**src/sv/gclc_pkg.sv**
```systemverilog
package gclc_pkg;

  localparam int LINE_W = 32;
  localparam int SUM_W  = 10;

  localparam logic [7:0] CH_CR   = 8'h0D;
  localparam logic [7:0] CH_LF   = 8'h0A;
  localparam logic [7:0] CH_STAR = 8'h2A;
  localparam logic [7:0] CH_N    = 8'h4E;
  localparam logic [7:0] CH_ZERO = 8'h30;
  localparam logic [7:0] CH_NINE = 8'h39;

  localparam logic [SUM_W-1:0] SUM_LIMIT = {SUM_W{1'b1}};

  typedef enum logic [2:0] {
    ST_OK           = 3'd0,
    ST_BAD_NUMBER   = 3'd1,
    ST_NO_NUMBER    = 3'd2,
    ST_NO_CHECKSUM  = 3'd3,
    ST_BAD_CHECKSUM = 3'd4
  } status_t;

  typedef struct packed {
    status_t             status;
    logic                accepted;
    logic [LINE_W-1:0]   line;
  } verdict_t;

endpackage

```
**src/sv/gclc_ifs.sv**
```systemverilog
// character stream in
interface gclc_char_if;
  logic       valid;
  logic       ready;
  logic [7:0] character;

  modport source (output valid, output character, input ready);
  modport sink   (input valid, input character, output ready);
endinterface

// one verdict per line
interface gclc_result_if;
  logic                       valid;
  logic                       ready;
  gclc_pkg::status_t          status;
  logic                       line_accepted;
  logic [gclc_pkg::LINE_W-1:0] checked_line_number;

  modport source (output valid, output status, output line_accepted,
                  output checked_line_number, input ready);
  modport sink   (input valid, input status, input line_accepted,
                  input checked_line_number, output ready);
endinterface

// strict mode register write
interface gclc_cfg_if;
  logic valid;
  logic ready;
  logic strict_mode;

  modport source (output valid, output strict_mode, input ready);
  modport sink   (input valid, input strict_mode, output ready);
endinterface

```
**src/sv/gcode_line_number_checksum_check.sv**
```systemverilog
// Checks line numbers and XOR checksums of a received G-code stream
// ("N<num> ... *<xor>"), one byte per chars transaction. CR or LF closes a
// line and produces one results transaction with the status, an accept flag
// and the line number that was expected; other bytes produce nothing. Every
// accepted line, blank ones too, advances the expected number (wraps at
// 2^32). With strict_mode set, lines lacking a number or a checksum fail;
// CR LF counts as two lines. Throughput is one byte per cycle while no
// terminator stalls: a byte is registered, then parsed and, for a
// terminator, its verdict registered into the result register, which
// drives results.valid. The only stall is a terminator waiting for a full
// result register. strict_mode is to be written by the user through cfg,
// only while the block is idle; the block itself does not enforce this.
module gcode_line_number_checksum_check (
  input  logic        clk,
  input  logic        rst,
  gclc_char_if.sink   chars,
  gclc_result_if.source results,
  gclc_cfg_if.sink    cfg
);
  import gclc_pkg::*;

  logic       strict;

  // input register
  logic       s1_valid;
  logic [7:0] s1_char;
  logic       s1_term;
  logic       s1_go;

  verdict_t   verdict;

  // result register
  logic       out_valid;
  verdict_t   out_verdict;

  // config: always ready
  assign cfg.ready = 1'b1;

  always_ff @(posedge clk) begin
    if (rst) begin
      strict <= 1'b0;
    end else if (cfg.valid) begin
      strict <= cfg.strict_mode;
    end
  end

  // A plain byte never needs the result slot; a terminator moves on only
  // when the result register is free or drains this cycle.
  assign s1_term    = (s1_char == CH_CR) || (s1_char == CH_LF);
  assign s1_go      = s1_valid && (!s1_term || !out_valid || results.ready);
  assign chars.ready = !s1_valid || s1_go;

  always_ff @(posedge clk) begin
    if (rst) begin
      s1_valid <= 1'b0;
    end else if (chars.ready) begin
      s1_valid <= chars.valid;
    end
    if (chars.ready && chars.valid) begin
      s1_char <= chars.character;
    end
  end

  gclc_scan u_scan (
    .clk     (clk),
    .rst     (rst),
    .step    (s1_go),
    .ch      (s1_char),
    .strict  (strict),
    .verdict (verdict)
  );

  always_ff @(posedge clk) begin
    if (rst) begin
      out_valid <= 1'b0;
    end else if (s1_go && s1_term) begin
      out_valid <= 1'b1;
    end else if (results.ready) begin
      out_valid <= 1'b0;
    end
    if (s1_go && s1_term) begin
      out_verdict <= verdict;
    end
  end

  assign results.valid               = out_valid;
  assign results.status              = out_verdict.status;
  assign results.line_accepted       = out_verdict.accepted;
  assign results.checked_line_number = out_verdict.line;

endmodule

```
**src/sv/gclc_scan.sv**
```systemverilog
// Per-line parse state and verdict for one character per step.
module gclc_scan (
  input  logic               clk,
  input  logic               rst,
  input  logic               step,
  input  logic [7:0]         ch,
  input  logic               strict,
  output gclc_pkg::verdict_t verdict
);
  import gclc_pkg::*;

  logic [LINE_W-1:0] expected_line;
  logic [7:0]        running_xor;
  logic [7:0]        xor_at_star;
  logic              star_seen;
  logic [SUM_W-1:0]  sum_digits_value;
  logic              sum_digits_open;
  logic              number_tag_seen;
  logic [LINE_W-1:0] tag_digits_value;
  logic              tag_digits_open;
  logic              at_line_start;

  logic              is_term;
  logic              is_digit;
  logic [3:0]        digit;
  logic [LINE_W-1:0] tag_next;
  logic [SUM_W+3:0]  sum_wide;
  logic [SUM_W-1:0]  sum_next;
  status_t           status;

  assign is_term  = (ch == CH_CR) || (ch == CH_LF);
  assign is_digit = (ch >= CH_ZERO) && (ch <= CH_NINE);
  assign digit    = 4'(ch - CH_ZERO);

  // x*10 = x*8 + x*2, wraps mod 2^32
  assign tag_next = {tag_digits_value[LINE_W-4:0], 3'b000}
                  + {tag_digits_value[LINE_W-2:0], 1'b0}
                  + LINE_W'(digit);

  assign sum_wide = {1'b0, sum_digits_value, 3'b000}
                  + {3'b000, sum_digits_value, 1'b0}
                  + (SUM_W+4)'(digit);
  assign sum_next = (sum_wide > (SUM_W+4)'(SUM_LIMIT)) ? SUM_LIMIT
                                                       : sum_wide[SUM_W-1:0];

  always_comb begin
    status = ST_OK;
    if (number_tag_seen) begin
      if (tag_digits_value != expected_line) status = ST_BAD_NUMBER;
    end else if (strict) begin
      status = ST_NO_NUMBER;
    end
    if (status == ST_OK && strict && !star_seen) status = ST_NO_CHECKSUM;
    if (status == ST_OK && star_seen && {2'b00, xor_at_star} != sum_digits_value) begin
      status = ST_BAD_CHECKSUM;
    end
  end

  assign verdict.status   = status;
  assign verdict.accepted = (status == ST_OK);
  assign verdict.line     = expected_line;

  always_ff @(posedge clk) begin
    if (rst || (step && is_term)) begin
      running_xor      <= '0;
      xor_at_star      <= '0;
      star_seen        <= 1'b0;
      sum_digits_value <= '0;
      sum_digits_open  <= 1'b0;
      number_tag_seen  <= 1'b0;
      tag_digits_value <= '0;
      tag_digits_open  <= 1'b0;
      at_line_start    <= 1'b1;
    end else if (step) begin
      if (at_line_start && ch == CH_N) begin
        number_tag_seen  <= 1'b1;
        tag_digits_open  <= 1'b1;
        tag_digits_value <= '0;
      end else if (tag_digits_open) begin
        if (is_digit) tag_digits_value <= tag_next;
        else          tag_digits_open  <= 1'b0;
      end

      if (ch == CH_STAR) begin
        star_seen        <= 1'b1;
        xor_at_star      <= running_xor;
        sum_digits_value <= '0;
        sum_digits_open  <= 1'b1;
      end else if (sum_digits_open) begin
        if (is_digit) sum_digits_value <= sum_next;
        else          sum_digits_open  <= 1'b0;
      end

      running_xor   <= running_xor ^ ch;
      at_line_start <= 1'b0;
    end

    if (rst) begin
      expected_line <= '0;
    end else if (step && is_term && status == ST_OK) begin
      expected_line <= expected_line + LINE_W'(1);
    end
  end

endmodule

```
**src/flat_wrapper.sv**
```systemverilog
// flat-port wrapper written by rule: the top's interface ports become plain ports
module gcode_line_number_checksum_check_flat import gclc_pkg::*;
  (clk, rst, chars_valid, chars_character, chars_ready, results_valid, results_status, results_line_accepted, results_checked_line_number, results_ready, cfg_valid, cfg_strict_mode, cfg_ready);
  gclc_char_if chars_i ();
  gclc_result_if results_i ();
  gclc_cfg_if cfg_i ();
  input  logic clk;
  input  logic rst;
  input wire logic [$bits(chars_i.valid)-1:0] chars_valid;
  input wire logic [$bits(chars_i.character)-1:0] chars_character;
  output wire logic [$bits(chars_i.ready)-1:0] chars_ready;
  output wire logic [$bits(results_i.valid)-1:0] results_valid;
  output wire logic [$bits(results_i.status)-1:0] results_status;
  output wire logic [$bits(results_i.line_accepted)-1:0] results_line_accepted;
  output wire logic [$bits(results_i.checked_line_number)-1:0] results_checked_line_number;
  input wire logic [$bits(results_i.ready)-1:0] results_ready;
  input wire logic [$bits(cfg_i.valid)-1:0] cfg_valid;
  input wire logic [$bits(cfg_i.strict_mode)-1:0] cfg_strict_mode;
  output wire logic [$bits(cfg_i.ready)-1:0] cfg_ready;
  assign chars_i.valid = chars_valid;
  assign chars_i.character = chars_character;
  assign chars_ready = chars_i.ready;
  assign results_valid = results_i.valid;
  assign results_status = results_i.status;
  assign results_line_accepted = results_i.line_accepted;
  assign results_checked_line_number = results_i.checked_line_number;
  assign results_i.ready = results_ready;
  assign cfg_i.valid = cfg_valid;
  assign cfg_i.strict_mode = cfg_strict_mode;
  assign cfg_ready = cfg_i.ready;
  gcode_line_number_checksum_check u_core (.clk(clk), .rst(rst), .chars(chars_i), .results(results_i), .cfg(cfg_i));
endmodule
```
**config.mk**
```make
export PLATFORM = sky130hd
export DESIGN_NAME = gcode_line_number_checksum_check_flat
export DESIGN_NICKNAME = d
export VERILOG_FILES = /design/src/sv/gclc_pkg.sv /design/src/sv/gclc_ifs.sv /design/src/sv/gcode_line_number_checksum_check.sv /design/src/sv/gclc_scan.sv /design/src/flat_wrapper.sv
export SDC_FILE = /design/constraint.sdc
export NUM_CORES = 1
export LEC_CHECK = 0
export ABC_CLOCK_PERIOD_IN_PS = 9900
export CORE_UTILIZATION = 58
export CTS_CLUSTER_SIZE = 8
export DETAILED_ROUTE_END_ITERATION = 10
export DONT_BUFFER_PORTS = 1
export PLACE_DENSITY = 0.84
export SKIP_LAST_GASP = 1
export SYNTH_ARGS = -nofsm -noshare
export SYNTH_HDL_FRONTEND = slang
export SYNTH_SLANG_ARGS = --single-unit
export TNS_END_PERCENT = 20
```
**constraint.sdc**
```tcl
create_clock -name clk -period 9.9 [get_ports clk]
set_input_delay 1.98 -clock clk [delete_from_list [all_inputs] [get_ports clk]]
set_output_delay 1.98 -clock clk [all_outputs]
set_load 0.01 [all_outputs]
```
==> impl_results.md, run 1 <==
- Initial DRC count: 807
- Max Clock Skew: 0.007747 ns
- VDD IR max: 0.1156 mV
- Hold EP: u_core.u_scan.at_line_start
- Pleak: 3.741 nW
- CTS root buf: clkbuf_16
- Remaining antenna violation count: 0
- Register Area: 3283 µm²
- Register area share after synthesis: 0.4032
- Top cell type's share of synthesized area: 0.2409
- Postcts setup bufs: 0
- Vias per inst: 6.371
- Clock Sinks: 142
- Crit path cell chain: inv_1 -> o2111ai_1 -> or3b_2
- HP Class: reg2reg
- Synth top area cells: dfxtp_1 24%, edfxtp_1 16%, ha_1 12%
- Vias in the first global route: 6343
- Fillers: 957
- Post-synthesis cell count: 857
- IO Port Bufs: 0
- Initial core utilization: 0.6053
- Seq cells post-synth: 142
- Final nets: 948
- Worst-Margin Slew: 1.152 ns
- Most common cell after layout, fill and taps aside: dfxtp_1
- Setup-failing EPs final: 0
- Diode count: 0
- Peak fanout along the critical path: 3
- Ports: 53
- RSZ-0062 raised after global routing: false
- Tot Pwr: 0.001243 W
- Area delta synth->final: 8.466%
- Slew Limit Fails: 0
- Rel. slew slack: 0.2307
- Slowest CP cell: or3b_2
- Critical Path Sink Type: output pin
- CTS H-tree depth: 4
- Setup TNS: 0 ns
- Grt total ovfl: 0
- Startpoint types: primary input
- R2r startpoint: u_core.s1_char[3]
- Initial antenna violation count: 0
- Total number of vias: 6626
- Row Count: 42
- Tmin final: 4.734 ns
- Worst R2R Path Depth: 6
- Worst Path Buf+Inv: 1
- Post-Syn Area: 8143 µm²
- Max cap viols: 0
- Final HPWL DP: 13520 µm
- Final period util: 0.4782
- Post-Route WL: 20000 µm
- Die area: 14520 µm²
- FF-to-FF setup slack: 6.02 ns
- GRT Total Usage: 0.2822
- Core ar.: 13450 µm²
- Delay-heaviest family, CP: simple AND/OR/NAND/NOR gates
- Peak Freq: 0.2112 GHz
- Mean Syn Cell Area: 9.502 µm²
- Max incr delay on CP: 0.55 ns
- Multi-input logic area: 4682 µm²
- Worst Path Arrival: 2.75 ns
- Largest net degree at the start of global routing: 50
- Global-route wire length before repair: 31990 µm
- Post-synth EDFFs: 44
- WHS Path Cells: 1
- CP required: 7.92 ns
- Die height: 120.5 µm
- Hold Startpoint: u_core.u_scan.at_line_start
- Netlist cell types: 70
- Layout cells sized above 1: 0.05787
- YS warnings: 0
- Commonest cells after routing, fill and taps aside: 98 x dfxtp_1, 78 x nand2_1, 78 x ha_1
- Skew-Pair Late Insertion Delay: 0.42 ns
- Async set-or-reset flop fraction in the synthesized netlist: 0
- CTS hold repair buffers: 0
- Die W: 120.5 µm
- Drt first pass iters: 6
- Syn_nets: 953
- Hold WS: 0.4700 ns
- CP Class: in2out
- Cell Count, Final, Fillers Out: 1040
- GPL Wtd Cong: 0.8943
- # resized after CTS: 0
- RR Endpoint: u_core.u_scan.expected_line[16]
- Layout Utilization: 0.6565
- CTS tree: built
- Clock-pin slew on the worst setup and hold paths: 0.06 ns
- DR WL/cell: 19.23 µm
- Cell taking the most area after synthesis: dfxtp_1
- Hold Fails Final Rpt: 0
- Clock tree buffer depth: 2
- Power per cell area: 140.7 nW/µm²
- DRC Markers: 0
- Status: complete, no violations
- Num CTS Buffers: 17
- Placed insts: 1009
- Dominant synthesized flop cell: dfxtp_1
==> layout make-up <==
| cell class | instances | share of cell area |
|---|---|---|
| Clock inverter | 12 | 0.01247 |
| Sequential cell | 142 | 0.3717 |
| Clock buffer | 19 | 0.05142 |
| Inverter | 18 | 0.007650 |
| Timing Repair Buffer | 2 | 0.001700 |
| Tap cell | 176 | 0.02493 |
| Multi-Input combinational cell | 671 | 0.5301 |
==> flip-flops by register name, summed over array words and instances (netlist names) <==
register and flops:
u_core.u_scan.tag_digits_value 32, u_core.u_scan.star_seen 1, u_core.results.checked_line_number 32, u_core.u_scan.running_xor 8, u_core.u_scan.expected_line 32, u_core.u_scan.at_line_start 1, u_core.u_scan.tag_digits_open 1, u_core.results.line_accepted 1
u_core.results.status 3, u_core.s1_valid 1, u_core.strict 1, u_core.u_scan.xor_at_star 8, u_core.u_scan.number_tag_seen 1, u_core.u_scan.sum_digits_value 10, u_core.u_scan.sum_digits_open 1, u_core.s1_char 8
u_core.results.valid 1
==> through the flow <==
step	cell area [µm²]	setup slack [ns]
3_3_place_gp	8268	5.177
4_1_cts	8832	5.174
5_1_grt	8832	5.147
2_1_floorplan	8143	5.246
3_5_place_dp	8268	5.059
6_report	8832	5.166
==> worst reg2reg max path, stage by stage (launching register included) <==
cell,delay [ns]
edfxtp_1,0.51
nor4b_2,0.43
o2111a_2,0.91
nand3_2,0.67
or4_4,0.69
or2_1,0.25
mux2_1,0.32
==> kinds of logic (layout without fill, tap and decap cells) <==
family,count (synthesis),in the layout,synth area share
compound gates,179,179,0.1404
buf+inv,44,51,0.02197
xor+xnor,99,99,0.1074
flops,142,142,0.4032
fa+ha+maj,82,82,0.1297
simple gates,297,297,0.1807
other cells,1,1,0.0004605
mux,13,13,0.01613
==> power breakdown <==
group	leakage, nW	total, W	switching, W	internal (W)
Clock	0.279	0.000611	0.000250	0.000360
Sequential	1.27	0.000611	0.00000795	0.000603
Combinational	2.19	0.0000208	0.0000132	0.00000759
Total	3.74	0.00124	0.000272	0.000971
==> worst max-delay path by stage <==
| stage | cells past startpoint | to | slack, ns | startpoint |
|---|---|---|---|---|
| final | 3 | chars_ready | 5.17 | results_ready |
| after global routing | 3 | chars_ready | 5.15 | results_ready |
| after CTS | 3 | chars_ready | 5.17 | results_ready |
| after detailed placement | 6 | u_core.u_scan.expected_line[16] | 5.06 | results_ready |
| after global placement | 6 | u_core.u_scan.expected_line[16] | 5.18 | results_ready |
| after floorplan | 3 | chars_ready | 5.25 | results_ready |
==> per-layer routing <==
layer,track usage,share of wire,up-vias
met1,0.3629,0.42,3074
met3,0.05755,0.080,85
met4,0.1435,0.039,0
li1,-,-,3092
met2,0.4497,0.46,375
met5,0,0,-
==> cell usage after synthesis, drive strengths merged, types with 5 or more instances <==
cell	count
ha	78
a21oi	53
buf	9
nand4	13
nand2	78
nand3	30
dfxtp	98
or3	10
and3	8
o21ai	40
nor2b	6
nor2	76
edfxtp	44
mux2i	12
and2	7
a22oi	7
nor3b	5
xor2	34
o211ai	6
clkbuf	17
a31oi	8
nor3	24
nand2b	10
xnor2	65
o21a	14
or2	6
inv	18
nor4	12
a21o	21
Power figures use the tool's default switching activity.
==> inputs of run 2 (changes only) <==
- ABC_CLOCK_PERIOD_IN_PS: 9900 -> 4600
- clock period: 9.9 -> 4.6 ns (I/O delays scaled with it)
==> impl_results.md, run 2 (synthesis gave the netlist of run 1 again) <==
- Diode count: 0
- HP Class: reg2reg
- Final nets: 952
- CTS H-tree depth: 4
- Area delta synth->final: 9.004%
- Die W: 120.5 µm
- VDD IR max: 0.2705 mV
- Crit path cell chain: fa_1 -> ha_1 -> a21o_1 -> a21oi_1 -> o21ai_0 -> o41ai_1 -> nor2_1 -> o21ai_0 -> nand4_1 -> o21a_1
- Max incr delay on CP: 0.55 ns
- Hold Fails Final Rpt: 0
- Cell mode on critical path: o21ai_0
- CTS tree: built
- DRC Markers: 0
- Vias per inst: 6.245
- Final period util: 0.7695
- Worst Path Arrival: 3.85 ns
- Clock-pin slew on the worst setup and hold paths: 0.07 ns
- CP Class: reg2reg
- Slew Limit Fails: 0
- Delay-heaviest family, CP: compound AO/OA/AOI/OAI gates
- Startpoint types: flip-flop
- Vias in the first global route: 6374
- Peak fanout along the critical path: 10
- GR Layer Usage met2: 0.4544
- GPL Wtd Cong: 0.8771
- Initial core utilization: 0.6053
- Drt first pass iters: 6
- Worst R2R Path Depth: 10
- Max cap viols: 0
- Met3 usage: 0.05000
- Status: complete, no violations
- Tmin final: 3.539 ns
- Ports: 53
- CP Depth: 10
- Max Clock Skew: 0.01210 ns
- R2r startpoint: u_core.s1_char[3]
- Largest net degree at the start of global routing: 49
- Post-Route WL: 19300 µm
- Register Area: 3283 µm²
- Worst-Margin Slew: 0.9163 ns
- CP Launch Point: u_core.s1_char[3]
- Num CTS Buffers: 17
- GR peak layer: met2
- Pleak: 3.763 nW
- Commonest cells after routing, fill and taps aside: 98 x dfxtp_1, 78 x nand2_1, 78 x ha_1
- Global-route wire length before repair: 32110 µm
- Remaining antenna violation count: 0
- Multi-input logic area: 4682 µm²
- Most common cell after layout, fill and taps aside: dfxtp_1
- Hold WS: 0.4964 ns
- Die height: 120.5 µm
- DR WL/cell: 18.47 µm
- Setup TNS: 0 ns
- Final HPWL DP: 13560 µm
- RSZ-0062 raised after global routing: false
- Critical Path Sink Type: flip-flop
- Hold Startpoint: u_core.u_scan.tag_digits_open
- Placed Area: 8298 µm²
- Skew-Pair Late Insertion Delay: 0.43 ns
- IO Port Bufs: 0
- Clock tree buffer depth: 2
- CTS root buf: clkbuf_16
- Power per cell area: 303.4 nW/µm²
- Fillers: 981
- Layout cells sized above 1: 0.06444
- Total number of vias: 6526
- CTS hold repair buffers: 0
- Initial antenna violation count: 0
- Postcts setup bufs: 0
- WHS Path Cells: 2
- Row Count: 42
- Die area: 14520 µm²
- Clock Sinks: 142
- Initial DRC count: 953
- Core ar.: 13450 µm²
- Setup-failing EPs final: 0
- Slowest CP cell: o41ai_1
- # resized after CTS: 0
- Layout Utilization: 0.6598
- Worst Path Buf+Inv: 0
- Fin area: 8876 µm²
- CP required: 4.91 ns
- Rel. slew slack: 0.3891
- GRT Total Usage: 0.2801
- Peak Freq: 0.2825 GHz
- Grt total ovfl: 0
- Met1 GRT Util: 0.3690
- Tot Pwr: 0.002693 W
[run 2: metrics by stage]
step,std cells,setup slack [ns]
global route,1045,0.7430
finish,1045,1.061
floorplan,857,1.184
detailed placement,1013,1.057
global placement,1013,1.178
CTS,1045,1.044
[run 2: cell type report]
| type | instances | area share |
|---|---|---|
| clock inverter | 14 | 0.01565 |
| tap | 176 | 0.02481 |
| multi-input combinational | 671 | 0.5275 |
| sequential | 142 | 0.3699 |
| timing repair buffer | 6 | 0.005075 |
| clock buffer | 18 | 0.04948 |
| inverter | 18 | 0.007612 |
[run 2: path summary, 6_finish.rpt]
check,endpoint,slack (ns)
worst max-delay path,u_core.u_scan.sum_digits_value[3],1.06
worst min-delay path,u_core.u_scan.tag_digits_open,0.50
worst max register to register,u_core.u_scan.sum_digits_value[3],1.06
worst min register to register,u_core.u_scan.tag_digits_open,0.50
[run 2: per-layer routing]
| layer | wire [µm] | up-vias |
|---|---|---|
| met5 | 0 | - |
| met1 | 8328 | 3052 |
| met3 | 1189 | 60 |
| met2 | 9190 | 297 |
| met4 | 593 | 0 |
| li1 | - | 3117 |
[run 2: worst min-delay path: stages, from the launching register on]
cell,delay [ns]
dfxtp_1,0.33
nand2_1,0.07
a21oi_1,0.06
[run 2: report_power, final]
part           switching (W)  internal (W)
registers          0.0000148       0.00130
logic              0.0000278     0.0000174
clock network       0.000601      0.000734
total               0.000644       0.00205
